$ cat config.mk
export PLATFORM = sky130hd
export DESIGN_NAME = can_udp_frame_deframer_flat
export DESIGN_NICKNAME = d
export VERILOG_FILES = /design/src/hdl/cudf_pkg.sv /design/src/hdl/cudf_intf.sv /design/src/hdl/cudf_in_reg.sv /design/src/hdl/cudf_core.sv /design/src/hdl/can_udp_frame_deframer.sv /design/src/flat_wrapper.sv
export SDC_FILE = /design/constraint.sdc
export NUM_CORES = 1
export LEC_CHECK = 0
export BUFFER_PORTS_ARGS = -buffer_cell sky130_fd_sc_hd__buf_2
export CORE_ASPECT_RATIO = 1.5
export CORE_MARGIN = 3
export CORE_UTILIZATION = 60
export DETAILED_ROUTE_END_ITERATION = 16
export GPL_ROUTABILITY_DRIVEN = 0
export GPL_TIMING_DRIVEN = 0
export MAX_ROUTING_LAYER = met4
export PLACE_DENSITY_LB_ADDON = 0.1
export SLEW_MARGIN = 25
export SYNTH_ARGS = -nofsm -noshare
export SYNTH_HDL_FRONTEND = slang
export SYNTH_HIERARCHICAL = 1
export SYNTH_SLANG_ARGS = --single-unit
export TNS_END_PERCENT = 5
$ cat constraint.sdc
create_clock -name clk_i -period 15.2 [get_ports clk_i]
set_clock_uncertainty 0.05 [all_clocks]
set_input_delay 1.52 -clock clk_i [delete_from_list [all_inputs] [get_ports clk_i]]
set_output_delay 1.52 -clock clk_i [all_outputs]
set_load 0.01 [all_outputs]
$ cat src/hdl/cudf_pkg.sv
package cudf_pkg;

  // Frame layout
  localparam int unsigned HdrLen     = 10;
  localparam int unsigned MaxDataMax = 8;
  localparam int unsigned PosW       = 5;
  localparam logic [PosW-1:0] PosMax = '1;

  localparam logic [15:0] FrameMagic = 16'h2934;
  localparam logic [15:0] CrcPoly    = 16'h1021;
  localparam logic [15:0] CrcInit    = 16'hFFFF;

  // Byte offsets inside the header
  localparam logic [PosW-1:0] PosMagicLo = PosW'(0);
  localparam logic [PosW-1:0] PosMagicHi = PosW'(1);
  localparam logic [PosW-1:0] PosCrcLo   = PosW'(2);
  localparam logic [PosW-1:0] PosCrcHi   = PosW'(3);
  localparam logic [PosW-1:0] PosCrcFrom = PosW'(4);
  localparam logic [PosW-1:0] PosIdFrom  = PosW'(6);
  localparam logic [PosW-1:0] PosHdrEnd  = PosW'(HdrLen);

  typedef enum logic [1:0] {
    ST_GOOD    = 2'd0,
    ST_BAD_HDR = 2'd1,
    ST_BAD_CRC = 2'd2,
    ST_TOO_LONG = 2'd3
  } status_e;

  // One byte beat held in the input register
  typedef struct packed {
    logic       is_last;
    logic [7:0] data;
  } beat_t;

  // CRC-16-CCITT over one byte, MSB first
  function automatic logic [15:0] crc_byte(input logic [15:0] crc_in,
                                           input logic [7:0]  b);
    logic [15:0] c;
    c = crc_in ^ {b, 8'h00};
    for (int i = 0; i < 8; i++) begin
      if (c[15]) begin
        c = {c[14:0], 1'b0} ^ CrcPoly;
      end else begin
        c = {c[14:0], 1'b0};
      end
    end
    return c;
  endfunction

endpackage

$ cat src/hdl/cudf_intf.sv
// Byte stream channel
interface cudf_byte_if;
  logic       valid;
  logic       ready;
  logic [7:0] rx_byte;
  logic       is_last;

  modport source (output valid, output rx_byte, output is_last, input ready);
  modport sink   (input valid, input rx_byte, input is_last, output ready);
endinterface

// Frame result channel
interface cudf_res_if;
  logic        valid;
  logic        ready;
  logic [1:0]  frame_status;
  logic [31:0] msg_id;
  logic [3:0]  data_length;
  logic [63:0] frame_data;
  logic [31:0] good_frames;
  logic [31:0] bad_frames;

  modport source (output valid, output frame_status, output msg_id,
                  output data_length, output frame_data, output good_frames,
                  output bad_frames, input ready);
  modport sink   (input valid, input frame_status, input msg_id,
                  input data_length, input frame_data, input good_frames,
                  input bad_frames, output ready);
endinterface

$ cat src/hdl/cudf_in_reg.sv
module cudf_in_reg (
  input  logic            clk_i,
  input  logic            rst_ni,
  cudf_byte_if.sink       rx_i,
  input  logic            take_i,
  output logic            valid_o,
  output cudf_pkg::beat_t beat_o
);

  logic            valid_q;
  logic            valid_d;
  cudf_pkg::beat_t beat_q;

  // Take a new beat whenever the register is empty or drains this cycle
  assign rx_i.ready = !valid_q || take_i;

  always_comb begin
    valid_d = valid_q;
    if (rx_i.ready) begin
      valid_d = rx_i.valid;
    end
  end

  always_ff @(posedge clk_i or negedge rst_ni) begin
    if (!rst_ni) begin
      valid_q <= 1'b0;
    end else begin
      valid_q <= valid_d;
    end
  end

  // Payload holds until the next accepted beat
  always_ff @(posedge clk_i) begin
    if (rx_i.ready && rx_i.valid) begin
      beat_q.data    <= rx_i.rx_byte;
      beat_q.is_last <= rx_i.is_last;
    end
  end

  assign valid_o = valid_q;
  assign beat_o  = beat_q;

endmodule

$ cat src/hdl/cudf_core.sv
module cudf_core #(
  parameter int unsigned MAX_DATA = cudf_pkg::MaxDataMax
) (
  input  logic            clk_i,
  input  logic            rst_ni,
  input  logic            valid_i,
  input  cudf_pkg::beat_t beat_i,
  output logic            take_o,
  cudf_res_if.source      res_o
);

  localparam int unsigned PosW = cudf_pkg::PosW;
  localparam logic [PosW-1:0] PosDataEnd = PosW'(cudf_pkg::HdrLen + MAX_DATA);

  logic [PosW-1:0] pos_q,   pos_d;
  logic [15:0]     crc_q,   crc_d;
  logic [15:0]     magic_q, magic_d;
  logic [15:0]     hcrc_q,  hcrc_d;
  logic [31:0]     id_q,    id_d;
  logic [63:0]     data_q,  data_d;
  logic [31:0]     good_q,  good_d;
  logic [31:0]     bad_q,   bad_d;

  logic            res_valid_q, res_valid_d;
  logic            res_load;
  cudf_pkg::status_e status;
  logic [PosW-1:0] count;
  logic [1:0]      id_idx;
  logic [2:0]      data_idx;
  logic [PosW-1:0] id_off;
  logic [PosW-1:0] data_off;
  logic [PosW-1:0] dlen;

  // Drain the input register unless a final beat finds the result slot full
  assign take_o   = valid_i && (!beat_i.is_last || !res_valid_q || res_o.ready);
  assign res_load = take_o && beat_i.is_last;

  assign id_off   = pos_q - cudf_pkg::PosIdFrom;
  assign data_off = pos_q - cudf_pkg::PosHdrEnd;
  assign id_idx   = id_off[1:0];
  assign data_idx = data_off[2:0];
  assign count    = (pos_q != cudf_pkg::PosMax) ? pos_q + PosW'(1) : pos_q;
  assign dlen     = count - cudf_pkg::PosHdrEnd;

  // Capture header and data bytes, advance CRC, judge the frame on its last beat
  always_comb begin
    pos_d   = pos_q;
    crc_d   = crc_q;
    magic_d = magic_q;
    hcrc_d  = hcrc_q;
    id_d    = id_q;
    data_d  = data_q;
    good_d  = good_q;
    bad_d   = bad_q;
    status  = cudf_pkg::ST_GOOD;

    if (take_o) begin
      if (pos_q == cudf_pkg::PosMagicLo) begin
        magic_d[7:0] = beat_i.data;
      end else if (pos_q == cudf_pkg::PosMagicHi) begin
        magic_d[15:8] = beat_i.data;
      end else if (pos_q == cudf_pkg::PosCrcLo) begin
        hcrc_d[7:0] = beat_i.data;
      end else if (pos_q == cudf_pkg::PosCrcHi) begin
        hcrc_d[15:8] = beat_i.data;
      end else if (pos_q >= cudf_pkg::PosIdFrom && pos_q < cudf_pkg::PosHdrEnd) begin
        id_d[8*id_idx +: 8] = beat_i.data;
      end else if (pos_q >= cudf_pkg::PosHdrEnd && pos_q < PosDataEnd) begin
        data_d[8*data_idx +: 8] = beat_i.data;
      end

      if (pos_q >= cudf_pkg::PosCrcFrom) begin
        crc_d = cudf_pkg::crc_byte(crc_q, beat_i.data);
      end
      pos_d = count;

      if (count < cudf_pkg::PosHdrEnd || magic_d != cudf_pkg::FrameMagic) begin
        status = cudf_pkg::ST_BAD_HDR;
      end else if (count > PosDataEnd) begin
        status = cudf_pkg::ST_TOO_LONG;
      end else if (crc_d != hcrc_d) begin
        status = cudf_pkg::ST_BAD_CRC;
      end

      if (beat_i.is_last) begin
        if (status == cudf_pkg::ST_GOOD) begin
          if (good_q != '1) begin
            good_d = good_q + 32'd1;
          end
        end else if (bad_q != '1) begin
          bad_d = bad_q + 32'd1;
        end
        // Drop the frame state for the next datagram
        pos_d   = '0;
        crc_d   = cudf_pkg::CrcInit;
        magic_d = '0;
        hcrc_d  = '0;
        id_d    = '0;
        data_d  = '0;
      end
    end
  end

  always_comb begin
    res_valid_d = res_valid_q;
    if (res_o.ready) begin
      res_valid_d = 1'b0;
    end
    if (res_load) begin
      res_valid_d = 1'b1;
    end
  end

  always_ff @(posedge clk_i or negedge rst_ni) begin
    if (!rst_ni) begin
      pos_q       <= '0;
      crc_q       <= cudf_pkg::CrcInit;
      magic_q     <= '0;
      hcrc_q      <= '0;
      id_q        <= '0;
      data_q      <= '0;
      good_q      <= '0;
      bad_q       <= '0;
      res_valid_q <= 1'b0;
    end else begin
      pos_q       <= pos_d;
      crc_q       <= crc_d;
      magic_q     <= magic_d;
      hcrc_q      <= hcrc_d;
      id_q        <= id_d;
      data_q      <= data_d;
      good_q      <= good_d;
      bad_q       <= bad_d;
      res_valid_q <= res_valid_d;
    end
  end

  // Result register; error frames carry only the status and the counters
  always_ff @(posedge clk_i) begin
    if (res_load) begin
      res_o.frame_status <= status;
      res_o.good_frames  <= good_d;
      res_o.bad_frames   <= bad_d;
      if (status == cudf_pkg::ST_GOOD) begin
        // Merge the final beat, which may still be an id byte
        res_o.msg_id      <= id_q | ((pos_q >= cudf_pkg::PosIdFrom
                             && pos_q < cudf_pkg::PosHdrEnd)
                             ? (32'(beat_i.data) << (8*id_idx)) : 32'd0);
        res_o.data_length <= dlen[3:0];
        res_o.frame_data  <= data_q | ((beat_i.is_last && pos_q >= cudf_pkg::PosHdrEnd
                             && pos_q < PosDataEnd)
                             ? (64'(beat_i.data) << (8*data_idx)) : 64'd0);
      end else begin
        res_o.msg_id      <= '0;
        res_o.data_length <= '0;
        res_o.frame_data  <= '0;
      end
    end
  end

  assign res_o.valid = res_valid_q;

endmodule

$ cat src/hdl/can_udp_frame_deframer.sv
// Path: a result reaches the output register after the final byte is accepted,
// via the input then the result register; the byte-wide CRC step is unrolled.
// Throughput: one byte per cycle; a last byte stalls while a result is still held.
// Reset: asynchronous, active low; clears framing state, CRC to 0xFFFF and both
// frame counters at once, with no clearing pass.
module can_udp_frame_deframer #(
  parameter int unsigned MAX_DATA = cudf_pkg::MaxDataMax
) (
  input  logic       clk_i,
  input  logic       rst_ni,
  cudf_byte_if.sink  rx_i,
  cudf_res_if.source res_o
);

  logic            in_valid;
  logic            in_take;
  cudf_pkg::beat_t in_beat;

  // Input register
  cudf_in_reg u_in_reg (
    .clk_i   (clk_i),
    .rst_ni  (rst_ni),
    .rx_i    (rx_i),
    .take_i  (in_take),
    .valid_o (in_valid),
    .beat_o  (in_beat)
  );

  // Framing, CRC check and result register
  cudf_core #(
    .MAX_DATA (MAX_DATA)
  ) u_core (
    .clk_i   (clk_i),
    .rst_ni  (rst_ni),
    .valid_i (in_valid),
    .beat_i  (in_beat),
    .take_o  (in_take),
    .res_o   (res_o)
  );

endmodule
$ cat src/flat_wrapper.sv
// flat-port wrapper written by rule: the top's interface ports become plain ports
module can_udp_frame_deframer_flat 
#(
  parameter int unsigned MAX_DATA = cudf_pkg::MaxDataMax
)
  (clk_i, rst_ni, rx_i_valid, rx_i_rx_byte, rx_i_is_last, rx_i_ready, res_o_valid, res_o_frame_status, res_o_msg_id, res_o_data_length, res_o_frame_data, res_o_good_frames, res_o_bad_frames, res_o_ready);
  cudf_byte_if rx_i_i ();
  cudf_res_if res_o_i ();
  input  logic clk_i;
  input  logic rst_ni;
  input wire logic [$bits(rx_i_i.valid)-1:0] rx_i_valid;
  input wire logic [$bits(rx_i_i.rx_byte)-1:0] rx_i_rx_byte;
  input wire logic [$bits(rx_i_i.is_last)-1:0] rx_i_is_last;
  output wire logic [$bits(rx_i_i.ready)-1:0] rx_i_ready;
  output wire logic [$bits(res_o_i.valid)-1:0] res_o_valid;
  output wire logic [$bits(res_o_i.frame_status)-1:0] res_o_frame_status;
  output wire logic [$bits(res_o_i.msg_id)-1:0] res_o_msg_id;
  output wire logic [$bits(res_o_i.data_length)-1:0] res_o_data_length;
  output wire logic [$bits(res_o_i.frame_data)-1:0] res_o_frame_data;
  output wire logic [$bits(res_o_i.good_frames)-1:0] res_o_good_frames;
  output wire logic [$bits(res_o_i.bad_frames)-1:0] res_o_bad_frames;
  input wire logic [$bits(res_o_i.ready)-1:0] res_o_ready;
  assign rx_i_i.valid = rx_i_valid;
  assign rx_i_i.rx_byte = rx_i_rx_byte;
  assign rx_i_i.is_last = rx_i_is_last;
  assign rx_i_ready = rx_i_i.ready;
  assign res_o_valid = res_o_i.valid;
  assign res_o_frame_status = res_o_i.frame_status;
  assign res_o_msg_id = res_o_i.msg_id;
  assign res_o_data_length = res_o_i.data_length;
  assign res_o_frame_data = res_o_i.frame_data;
  assign res_o_good_frames = res_o_i.good_frames;
  assign res_o_bad_frames = res_o_i.bad_frames;
  assign res_o_i.ready = res_o_ready;
  can_udp_frame_deframer #(.MAX_DATA(MAX_DATA)) u_core (.clk_i(clk_i), .rst_ni(rst_ni), .rx_i(rx_i_i), .res_o(res_o_i));
endmodule
==> Word level (Yosys, flattened, before mapping) <==
Index checks and enable logic that the tools add are counted.
{ "totals": {"ff_bits": 390, "elab_cells": 157, "in_bits": 13, "output_inout_bits": 168} }
{ "classes": {"order_cmp": 7, "eq_ne": 13, "n_mux": 72, "n_shift": 6, "n_addsub": 8, "bitwise_logic": 11, "n_reduce_logical": 22} }
{ "ops": {"columns": ["op", "n"], "rows": [
  ["two-way mux 64 bit", 8],
  ["two-way mux 32 bit", 15],
  ["two-way mux 16 bit", 22],
  ["two-way mux 13 bit", 8],
  ["adder 32 x 1 -> 32 bit, second input constant", 2],
  ["bitwise mux 64 bit", 1],
  ["two-way mux 8 bit", 8],
  ["inequality test 32 bit, second input constant", 2],
  ["OR 64 bit", 1],
  ["variable shift 8 x 34 -> 64 bit, first input constant", 1],
  ["variable part select 8 x 34 -> 64 bit", 1],
  ["<< shifter 8 x 6 -> 64 bit", 1],
  ["negation 5 -> 34 bit", 1],
  ["negation 6 -> 34 bit", 1],
  ["variable shift 8 x 34 -> 32 bit, first input constant", 1],
  ["variable part select 8 x 34 -> 32 bit", 1],
  ["bitwise mux 32 bit", 1],
  ["OR 32 bit", 1],
  ["<< shifter 8 x 5 -> 32 bit", 1],
  ["inverter 3 bit", 8],
  ["inequality test 16 x 14 -> 1 bit, second input constant", 1],
  ["inequality test 16 bit", 1],
  ["XOR 16 bit", 1],
  ["== test 5 x 2 -> 1 bit, second input constant", 2],
  ["other kinds (23)", 49]
]} }

==> Longest topological paths before layout <==
Gate-level depths: netlist (run 1).
{ "logic_depth": {"word_depth": 42, "depth_mapped": 20, "mapped_depth_nobuf": 16} }

==> Cells and area by module <==
Netlist (run 1), hierarchy kept.
{ "by_module_without_submodules": {"columns": ["mod", "seq_area_each_um2", "cells_each", "instances", "area_per_inst_um2"], "rows": [
  ["cudf_core", 10359.9, 1606, 1, 17485.5],
  ["cudf_in_reg", 295.3, 13, 1, 324.1]
]} }

==> Worst setup path before layout (run 1) <==
No wires, ideal clock.
{ "synth_path": {"path_kind": "in2reg", "start": "in res_o_ready", "end": "reg u_core.u_core.res_o.bad_frames[15], data pin", "path_buffers": 1, "setup_time_ns": 0.278, "required_time_ns": 14.872, "setup_slack_ns": 6.769, "t_arrival_ns": 8.103, "cell_stages": 10, "cell_sequence": "nor2b_1 nand2_1 nand2_1 inv_1 nand2_1 inv_1 clkbuf_1 nand2_1 nor4_2 xor2_1"} }
{ "synth_via": {"elab_chain_cells": 3} }
{ "synth_lines": {"columns": ["element", "line_no", "source"], "rows": [
  ["start, declared", "flat_wrapper.sv:22", "input wire logic [$bits(res_o_i.ready)-1:0] res_o_ready;"],
  ["logical OR 1 bit", "cudf_core.sv:35", "assign take_o = valid_i && (!beat_i.is_last || !res_valid_q || res_o.ready);"],
  ["logical AND 1 bit", "cudf_core.sv:35", null],
  ["two-way mux 32 bit", "cudf_core.sv:57", "if (take_o) begin"],
  ["net u_core.u_core.bad_d[15]", "cudf_core.sv:22", "logic [31:0] bad_q, bad_d;"],
  ["end signal, assigned", "cudf_core.sv:143", "res_o.bad_frames <= bad_d;"],
  ["end, declared", "cudf_intf.sv:25", "output bad_frames, input ready);"]
]} }
The timed path passes the listed nets, and every way through them passes these cells.
A chain may end at the register's enable or synchronous reset.

==> Worst setup path in the final report (run 1) <==
{ "layout_path": {"start": "reg u_core.u_core.pos_q[0]", "end": "reg u_core.u_core.res_o.bad_frames[1], data pin"} }
{ "layout_via": {"elab_chain_cells": 15, "elab_cells_between_ends": 34, "cone_classes": "add/sub: 1; order compare: 3; eq/ne: 6; mux: 21; reduce/logical: 3"} }
{ "layout_lines": {"columns": ["element", "line_no", "source"], "rows": [
  ["start, declared", "cudf_core.sv:15", "logic [PosW-1:0] pos_q, pos_d;"],
  ["start signal, assigned", "cudf_core.sv:126", "pos_q <= pos_d;"],
  ["== test 5 x 2 -> 1 bit", "cudf_core.sv:64", "end else if (pos_q == cudf_pkg::PosCrcHi) begin"],
  ["two-way mux 8 bit", "cudf_core.sv:64", null],
  ["two-way mux 8 bit", "cudf_core.sv:62", "end else if (pos_q == cudf_pkg::PosCrcLo) begin"],
  ["two-way mux 16 bit", "cudf_core.sv:60", "end else if (pos_q == cudf_pkg::PosMagicHi) begin"],
  ["two-way mux 16 bit", "cudf_core.sv:58", "if (pos_q == cudf_pkg::PosMagicLo) begin"],
  ["two-way mux 16 bit", "cudf_core.sv:57", null],
  ["inequality test 16 bit", "cudf_core.sv:81", "end else if (crc_d != hcrc_d) begin"],
  ["two-way mux 2 bit", "cudf_core.sv:81", null],
  ["two-way mux 2 bit", "cudf_core.sv:79", "end else if (count > PosDataEnd) begin"],
  ["two-way mux 2 bit *", "cudf_core.sv:77", "if (count < cudf_pkg::PosHdrEnd || magic_d != cudf_pkg::FrameMagic) begin"],
  ["two-way mux 2 bit *", "cudf_core.sv:57", null],
  ["logical NOT 2 bit *", "cudf_core.sv:86", "if (status == cudf_pkg::ST_GOOD) begin"],
  ["two-way mux 32 bit *", "cudf_core.sv:86", null],
  ["two-way mux 32 bit *", "cudf_core.sv:85", "if (beat_i.is_last) begin"],
  ["two-way mux 32 bit *", "cudf_core.sv:57", null],
  ["net u_core.u_core.bad_d[1]", "cudf_core.sv:22", null]
]} }
Mark *: on every way through the listed nets, which the timed path passes. The rest lies on a longest branch. The select of a mux whose other input is x is not followed.

==> run_results.csv, run 1 <==
group,metric,value,unit
global_route,grt_pass1_wl,73900,microns
sta,fmax,0.168,GHz
placed_design,io_buffers,180,
sta,period_share,0.392,
critical_path,critPathLaunchType,"flip-flop",
placed_design,dp_slack,9.47,ns
synthesis,yosysTopAreaCell,"edfxtp_1",
clock_network,ctsResizeCount,0,
clock_network,numClockSinks,390,
min_path,hold-path-cell-count,2,
sta,setup_violations,0,
global_route,grt_pass1_vias,13500,
power,peakVddDrop,127,uV
cells_and_area,final_layout_size_suffix_gt1_frac,0.179,
synthesis,synth_common_cells,"dfrtp_1 (199), nand2_1 (191), nor2_1 (176)",
clock_network,postCtsSetupBuffers,0,
synthesis,synth_edf_count,175,
clock_network,cts_made_buffers,37,
sta,worst_pin_slew,0.967,ns
critical_path,worstPathRequired,15.44,ns
floorplan,num_io_pins,181,
critical_path,crit_arrival,6.19,ns
synthesis,yosysMostFrequentCell,"dfrtp_1",
synthesis,ys.flop_type,"dfrtp_1",
power,p_leak,8.43,nW
synthesis,synth_cells,1619,
synthesis,yosysSeqAreaShare,0.598,
power,power,3.04,mW
sta,slew_violations,0,
power,p_per_area,147,nW/um^2
floorplan,die-width,147,microns
sta,fin_setup_tns,0,ns
critical_path,cp-end-kind,"flip-flop",
placed_design,dp_hpwl,34100,microns
cells_and_area,synthToLayoutAreaGrowth,16.0,%
synthesis,synth_fp_nets,1649,
synthesis,synthTopCellsByArea,"edfxtp_1 (30%), dfrtp_1 (28%), nand2_1 (4.0%)",
clock_network,max-clock-path-buffers,3,
cells_and_area,antenna_cells,0,
synthesis,ys_types,72,
route,dr.pass1.iters,6,
synthesis,avgSynthCellArea,11.0,sq um
placed_design,place_inst,2194,
clock_network,hold_buffers,0,
cells_and_area,fin_nets,1873,
global_route,antenna_found_initial,0,
route,drt_wl_total,47500,microns
sta,slew-limit-headroom,0.350,
sta,finalHoldViolations,0,
global_route,grt_util_all_layers,0.304,
cells_and_area,final_cell_count_no_fill,2262,
route,post_drt_via_cell_ratio,6.12,
synthesis,async_flop_share,0.551,
floorplan,dieArea,31800,sq um
sta,setup_slack,9.25,ns
sta,rsz0062_at_grt,"false",
critical_path,crit_path_max_fanout,13,
sta,period_minus_slack,5.95,ns
clock_network,clkTransAtPathRegs,0.07,ns
route,vias,13800,
cells_and_area,fillers,2112,
clock_network,cts-root-buf,"clkbuf_16",
synthesis,synth_area,17800,sq um
cells_and_area,multi_input_area,6450,sq um
route,drc,0,
min_path,hp-class,"reg2reg",
global_route,grt_max_degree,92,
synthesis,synth.top_cell.area_share,0.295,
route,dr.first_iter.drc_count,1279,
critical_path,path_class,"reg2reg",
critical_path,reg2regPathDepth,17,
route,postRouteAntennaNets,0,
floorplan,start_util,0.614,
route,wire_per_inst,21.0,microns
run_status,status,"completed",
synthesis,synth_seq_cells,390,
cells_and_area,finish.utilization,0.712,
floorplan,fp-row-count,76,
synthesis,yosysWarnings,6,
cells_and_area,regArea,10700,sq um
clock_network,clk_latency,0.55,ns
clock_network,htreeDepth,2,
global_route,grt_overflow,0,
clock_network,tritoncts,"built",
floorplan,die_y,217,microns
floorplan,coreArea,29000,sq um
flow_run,maxCapViolCount,0,
[cells in the final DEF, fill, tap and decap left out, drive strengths merged, types with 54 or more instances in the layout]
cell type,count
o21ai,120
a21oi,75
dfrtp,199
clkbuf,118
a31oi,67
xnor2,54
edfxtp,175
nand2,191
nor2,178
buf,222
[cell type report]
class                   instances  area share
flip-flops and latches        390       0.516
multi-input cells            1075       0.312
clock buffers                  49      0.0515
repair buffers                185      0.0504
plain buffers                 106      0.0254
well taps                     390      0.0236
clock inverters                19      0.0124
inverters                      48     0.00872
[where the power goes]
| group | switching, mW | internal, mW |
|---|---|---|
| combinational | 0.459 | 0.267 |
| sequential | 0.0903 | 1.23 |
| clock | 0.405 | 0.585 |
| total | 0.955 | 2.09 |
[final timing paths]
kind	start	to	slack, ns
worst min register to register	u_core/u_core/id_q[9]$_DFFE_PN0P_	u_core/u_core/id_q[9]$_DFFE_PN0P_	0.43
worst max register to register	u_core/u_core/pos_q[0]$_DFFE_PN0P_	u_core/u_core/res_o.bad_frames[1]$_DFFE_PP_	9.25
min in group asynchronous	rst_ni	u_core/u_core/bad_q[19]$_DFF_PN0_	0.86
worst min-delay path	u_core/u_core/id_q[9]$_DFFE_PN0P_	u_core/u_core/id_q[9]$_DFFE_PN0P_	0.43
max in group asynchronous	rst_ni	u_core/u_core/data_q[4]$_DFFE_PN0P_	13.41
worst max-delay path	u_core/u_core/pos_q[0]$_DFFE_PN0P_	u_core/u_core/res_o.bad_frames[1]$_DFFE_PP_	9.25
[worst max-delay path, cell delays in order, from the launching register on]
cell and delay, ns:
dfrtp_1 0.47, clkbuf_1 0.27, inv_1 0.18, clkbuf_1 0.39, buf_1 0.63, ha_1 0.36
clkbuf_1 0.22, a21oi_1 0.30, ha_1 0.34, o211ai_1 0.12, a21oi_1 0.22, a211o_1 0.21
o211a_1 0.17, o2111ai_1 0.16, nor4_4 0.55, nand3_2 0.42, nand3_1 0.26, mux2_2 0.36
[routing by layer]
metal  vias to the layer above  global-route usage  wire length, microns
met5                         -                   -                     0
met4                         0               0.173                  3180
met3                       226              0.0435                  3530
met2                       690               0.513                 23900
met1                      6693               0.349                 16900
li1                       6240                   -                     -
[metrics by stage]
step	area (sq um)	hold WS, ns
2_1_floorplan	17800	0.397
3_3_place_gp	19200	0.410
3_5_place_dp	19300	0.420
4_1_cts	20700	0.434
5_1_grt	20700	0.460
6_report	20700	0.431
[logic make-up after synthesis]
| family | count (synthesis) | share of synthesized area |
|---|---|---|
| AND/OR/NAND/NOR | 569 | 0.156 |
| flip-flops | 390 | 0.598 |
| AO/OA/AOI/OAI | 362 | 0.123 |
| buffers and inverters | 154 | 0.0393 |
| XOR/XNOR | 109 | 0.0609 |
| multiplexers | 18 | 0.0105 |
| adder cells (fa/ha/maj) | 17 | 0.0119 |
[registers in the layout (all words and copies together), names as in the netlist, 16 cells and up]
register / cells
u_core/u_core/bad_q: 32
u_core/u_core/crc_q: 16
u_core/u_core/data_q: 64
u_core/u_core/good_q: 32
u_core/u_core/hcrc_q: 16
u_core/u_core/id_q: 32
u_core/u_core/magic_q: 16
u_core/u_core/res_o.bad_frames: 32
u_core/u_core/res_o.frame_data: 64
u_core/u_core/res_o.good_frames: 32
u_core/u_core/res_o.msg_id: 32
Note: power is estimated with default switching activity, not from simulation.
==> run 2: changes to the inputs <==
--- a/config.mk
+++ b/config.mk
@@ -8,7 +8,7 @@
 export BUFFER_PORTS_ARGS = -buffer_cell sky130_fd_sc_hd__buf_2
 export CORE_ASPECT_RATIO = 1.5
 export CORE_MARGIN = 3
-export CORE_UTILIZATION = 60
+export CORE_UTILIZATION = 54
 export DETAILED_ROUTE_END_ITERATION = 16
 export GPL_ROUTABILITY_DRIVEN = 0
 export GPL_TIMING_DRIVEN = 0
==> constraint.sdc (replaced) <==
create_clock -name clk_i -period 5.2 [get_ports clk_i]
set_clock_uncertainty 0.05 [all_clocks]
set_input_delay 0.52 -clock clk_i [delete_from_list [all_inputs] [get_ports clk_i]]
set_output_delay 0.52 -clock clk_i [all_outputs]
set_load 0.01 [all_outputs]
==> run 2 against run 1 <==
Against the previous run:
- combinational power increased to 2.9 times the previous value
- die area grew 11%
- critical path type unchanged
- final area down 0.11%
- routed wire length is 3.5% higher
- via count fell by 1.1%
- critical path depth up 2
- clock power grew to 2.8 times the previous value
==> run_results.csv, run 2 (synthesis gave the netlist of run 1 again) <==
group,metric,value,unit
cells_and_area,final_cell_count_no_fill,2285,
critical_path,slowest_delay,0.47,ns
cells_and_area,layout_commonest_cell,"dfrtp_1",
critical_path,slowest_stage,"dfrtp_1",
power,p_per_area,425,nW/um^2
cells_and_area,antenna_cells,0,
sta,period_share,0.973,
sta,rsz0062_at_grt,"true",
global_route,grt_util_all_layers,0.280,
global_route,grt_pass1_wl,75400,microns
power,p_leak,8.41,nW
floorplan,die_y,228,microns
route,postRouteAntennaNets,0,
cells_and_area,fin_nets,1875,
clock_network,htreeDepth,2,
cells_and_area,top_regs,"u_core/u_core/data_q: 64 flops, u_core/u_core/res_o.frame_data: 64 flops",
floorplan,die-width,154,microns
critical_path,crit_arrival,5.28,ns
sta,period_minus_slack,5.06,ns
clock_network,clkTransAtPathRegs,0.07,ns
cells_and_area,mostFrequentLayoutCells,"dfrtp_1 (199), nand2_1 (191), buf_2 (187), nor2_1 (176), edfxtp_1 (175)",
critical_path,critPathLaunchType,"flip-flop",
cells_and_area,synthToLayoutAreaGrowth,15.9,%
cells_and_area,final_layout_size_suffix_gt1_frac,0.181,
global_route,grt_max_degree,89,
sta,slew-limit-headroom,0.371,
critical_path,cp-end-kind,"flip-flop",
global_route,antenna_found_initial,0,
route,dr.pass1.iters,6,
sta,setup_slack,0.139,ns
route,wire_per_inst,21.5,microns
clock_network,cts_made_buffers,39,
placed_design,io_buffers,180,
placed_design,dp_hpwl,35200,microns
critical_path,path_class,"reg2reg",
route,vias,13700,
floorplan,num_io_pins,181,
global_route,grt_overflow,0,
global_route,grt_pass1_vias,13500,
floorplan,dieArea,35200,sq um
route,drc,0,
placed_design,place_inst,2213,
run_status,status,"completed",
critical_path,crit_path_max_fanout,13,
placed_design,dp_slack,-0.606,ns
route,dr.first_iter.drc_count,1228,
route,post_drt_via_cell_ratio,5.99,
power,peakVddDrop,377,uV
sta,slew_violations,0,
floorplan,start_util,0.554,
route,drt_wl_total,49200,microns
sta,finalHoldViolations,0,
critical_path,crit_chain,"clkbuf_2 -> clkinvlp_4 -> buf_4 -> ha_1 -> a21oi_2 -> inv_1 -> ha_1 -> a21oi_1 -> o21ai_0 -> a211o_1 -> o211a_1 -> o2111ai_1 -> nor4_4 -> buf_4 -> and3_1 -> buf_6 -> buf_6 -> nor4_1 -> xor2_1",
sta,setup_violations,0,
clock_network,cts-root-buf,"clkbuf_16",
floorplan,fp-row-count,80,
critical_path,worstPathRequired,5.42,ns
clock_network,numClockSinks,390,
clock_network,tritoncts,"built",
flow_run,maxCapViolCount,0,
clock_network,max-clock-path-buffers,3,
sta,fmax,0.198,GHz
sta,hold_slack,0.105,ns
min_path,hp-class,"in2reg",
floorplan,coreArea,32100,sq um
sta,worst_pin_slew,0.937,ns
clock_network,clk_latency,0.55,ns
==> run 2: cell type report <==
class / instances / area [sq um]
clock inverters: 15 / 109
clock buffers: 56 / 1130
inverters: 48 / 184
repair buffers: 187 / 1050
multi-input cells: 1075 / 6470
flip-flops and latches: 390 / 10700
fillers: 2593 / 11500
plain buffers: 104 / 528
well taps: 410 / 513
==> run 2: path summary, 6_finish.rpt <==
check                                                    from                                      endpoint  slack, ns  cells past startpoint
max                        u_core/u_core/pos_q[0]$_DFFE_PN0P_  u_core/u_core/res_o.bad_frames[29]$_DFFE_PP_       0.14                     19
min                                           rx_i_rx_byte[2]           u_core/u_in_reg/beat_o[2]$_DFFE_PP_       0.11                      1
max reg2reg                u_core/u_core/pos_q[0]$_DFFE_PN0P_  u_core/u_core/res_o.bad_frames[29]$_DFFE_PP_       0.14                     19
min reg2reg                u_core/u_core/id_q[26]$_DFFE_PN0P_            u_core/u_core/id_q[26]$_DFFE_PN0P_       0.43                      2
max in group asynchronous                              rst_ni           u_core/u_core/crc_q[13]$_DFFE_PN1P_       3.51                      4
min in group asynchronous                              rst_ni             u_core/u_core/bad_q[20]$_DFF_PN0_       0.40                      2
==> run 2: per-layer routing <==
layer	track usage	part of all wire	vias up
li1	-	-	6250
met2	0.477	0.52	588
met3	0.0381	0.061	171
met1	0.326	0.37	6687
met5	-	0	-
met4	0.133	0.055	0
==> run 2: power by group <==
part | internal (mW) | total, mW | switching (mW)
Combinational | 0.785 | 2.14 | 1.35
Sequential | 3.61 | 3.88 | 0.268
Clock | 1.57 | 2.76 | 1.18
==> run 2: what timing repair did <==
action                                  in CTS  in global routing
pin swaps                                    1                  0
endpoints found under the setup margin     227                163
buffers inserted                             2                  0
endpoints found under the hold margin       48                  0
hold buffers                                 1                  0
resized for setup                            3                  5
==> run 2: stage by stage <==
stage	setup TNS [ns]	utilization	power, mW	cell area, sq um
floorplan	0	-	5.33	17800
global placement	-167.79	0.598	5.97	19200
detailed placement	-68.82	0.602	6.02	19400
CTS	0	0.642	8.78	20600
global route	-0.0525	0.642	9.15	20600
finish	0	0.642	8.77	20600
==> run 2: worst max-delay path, delay by kind of cell, from the launching register on <==
family                     cells  cell delay [ns]
DFF                            1             0.47
adders and majority gates      2             0.68
buffers and inverters          7             1.46
xor gates and xnor gates       1             0.16
AOI/OAI and AO/OA              6             1.30
and+or+nand+nor                3             0.66
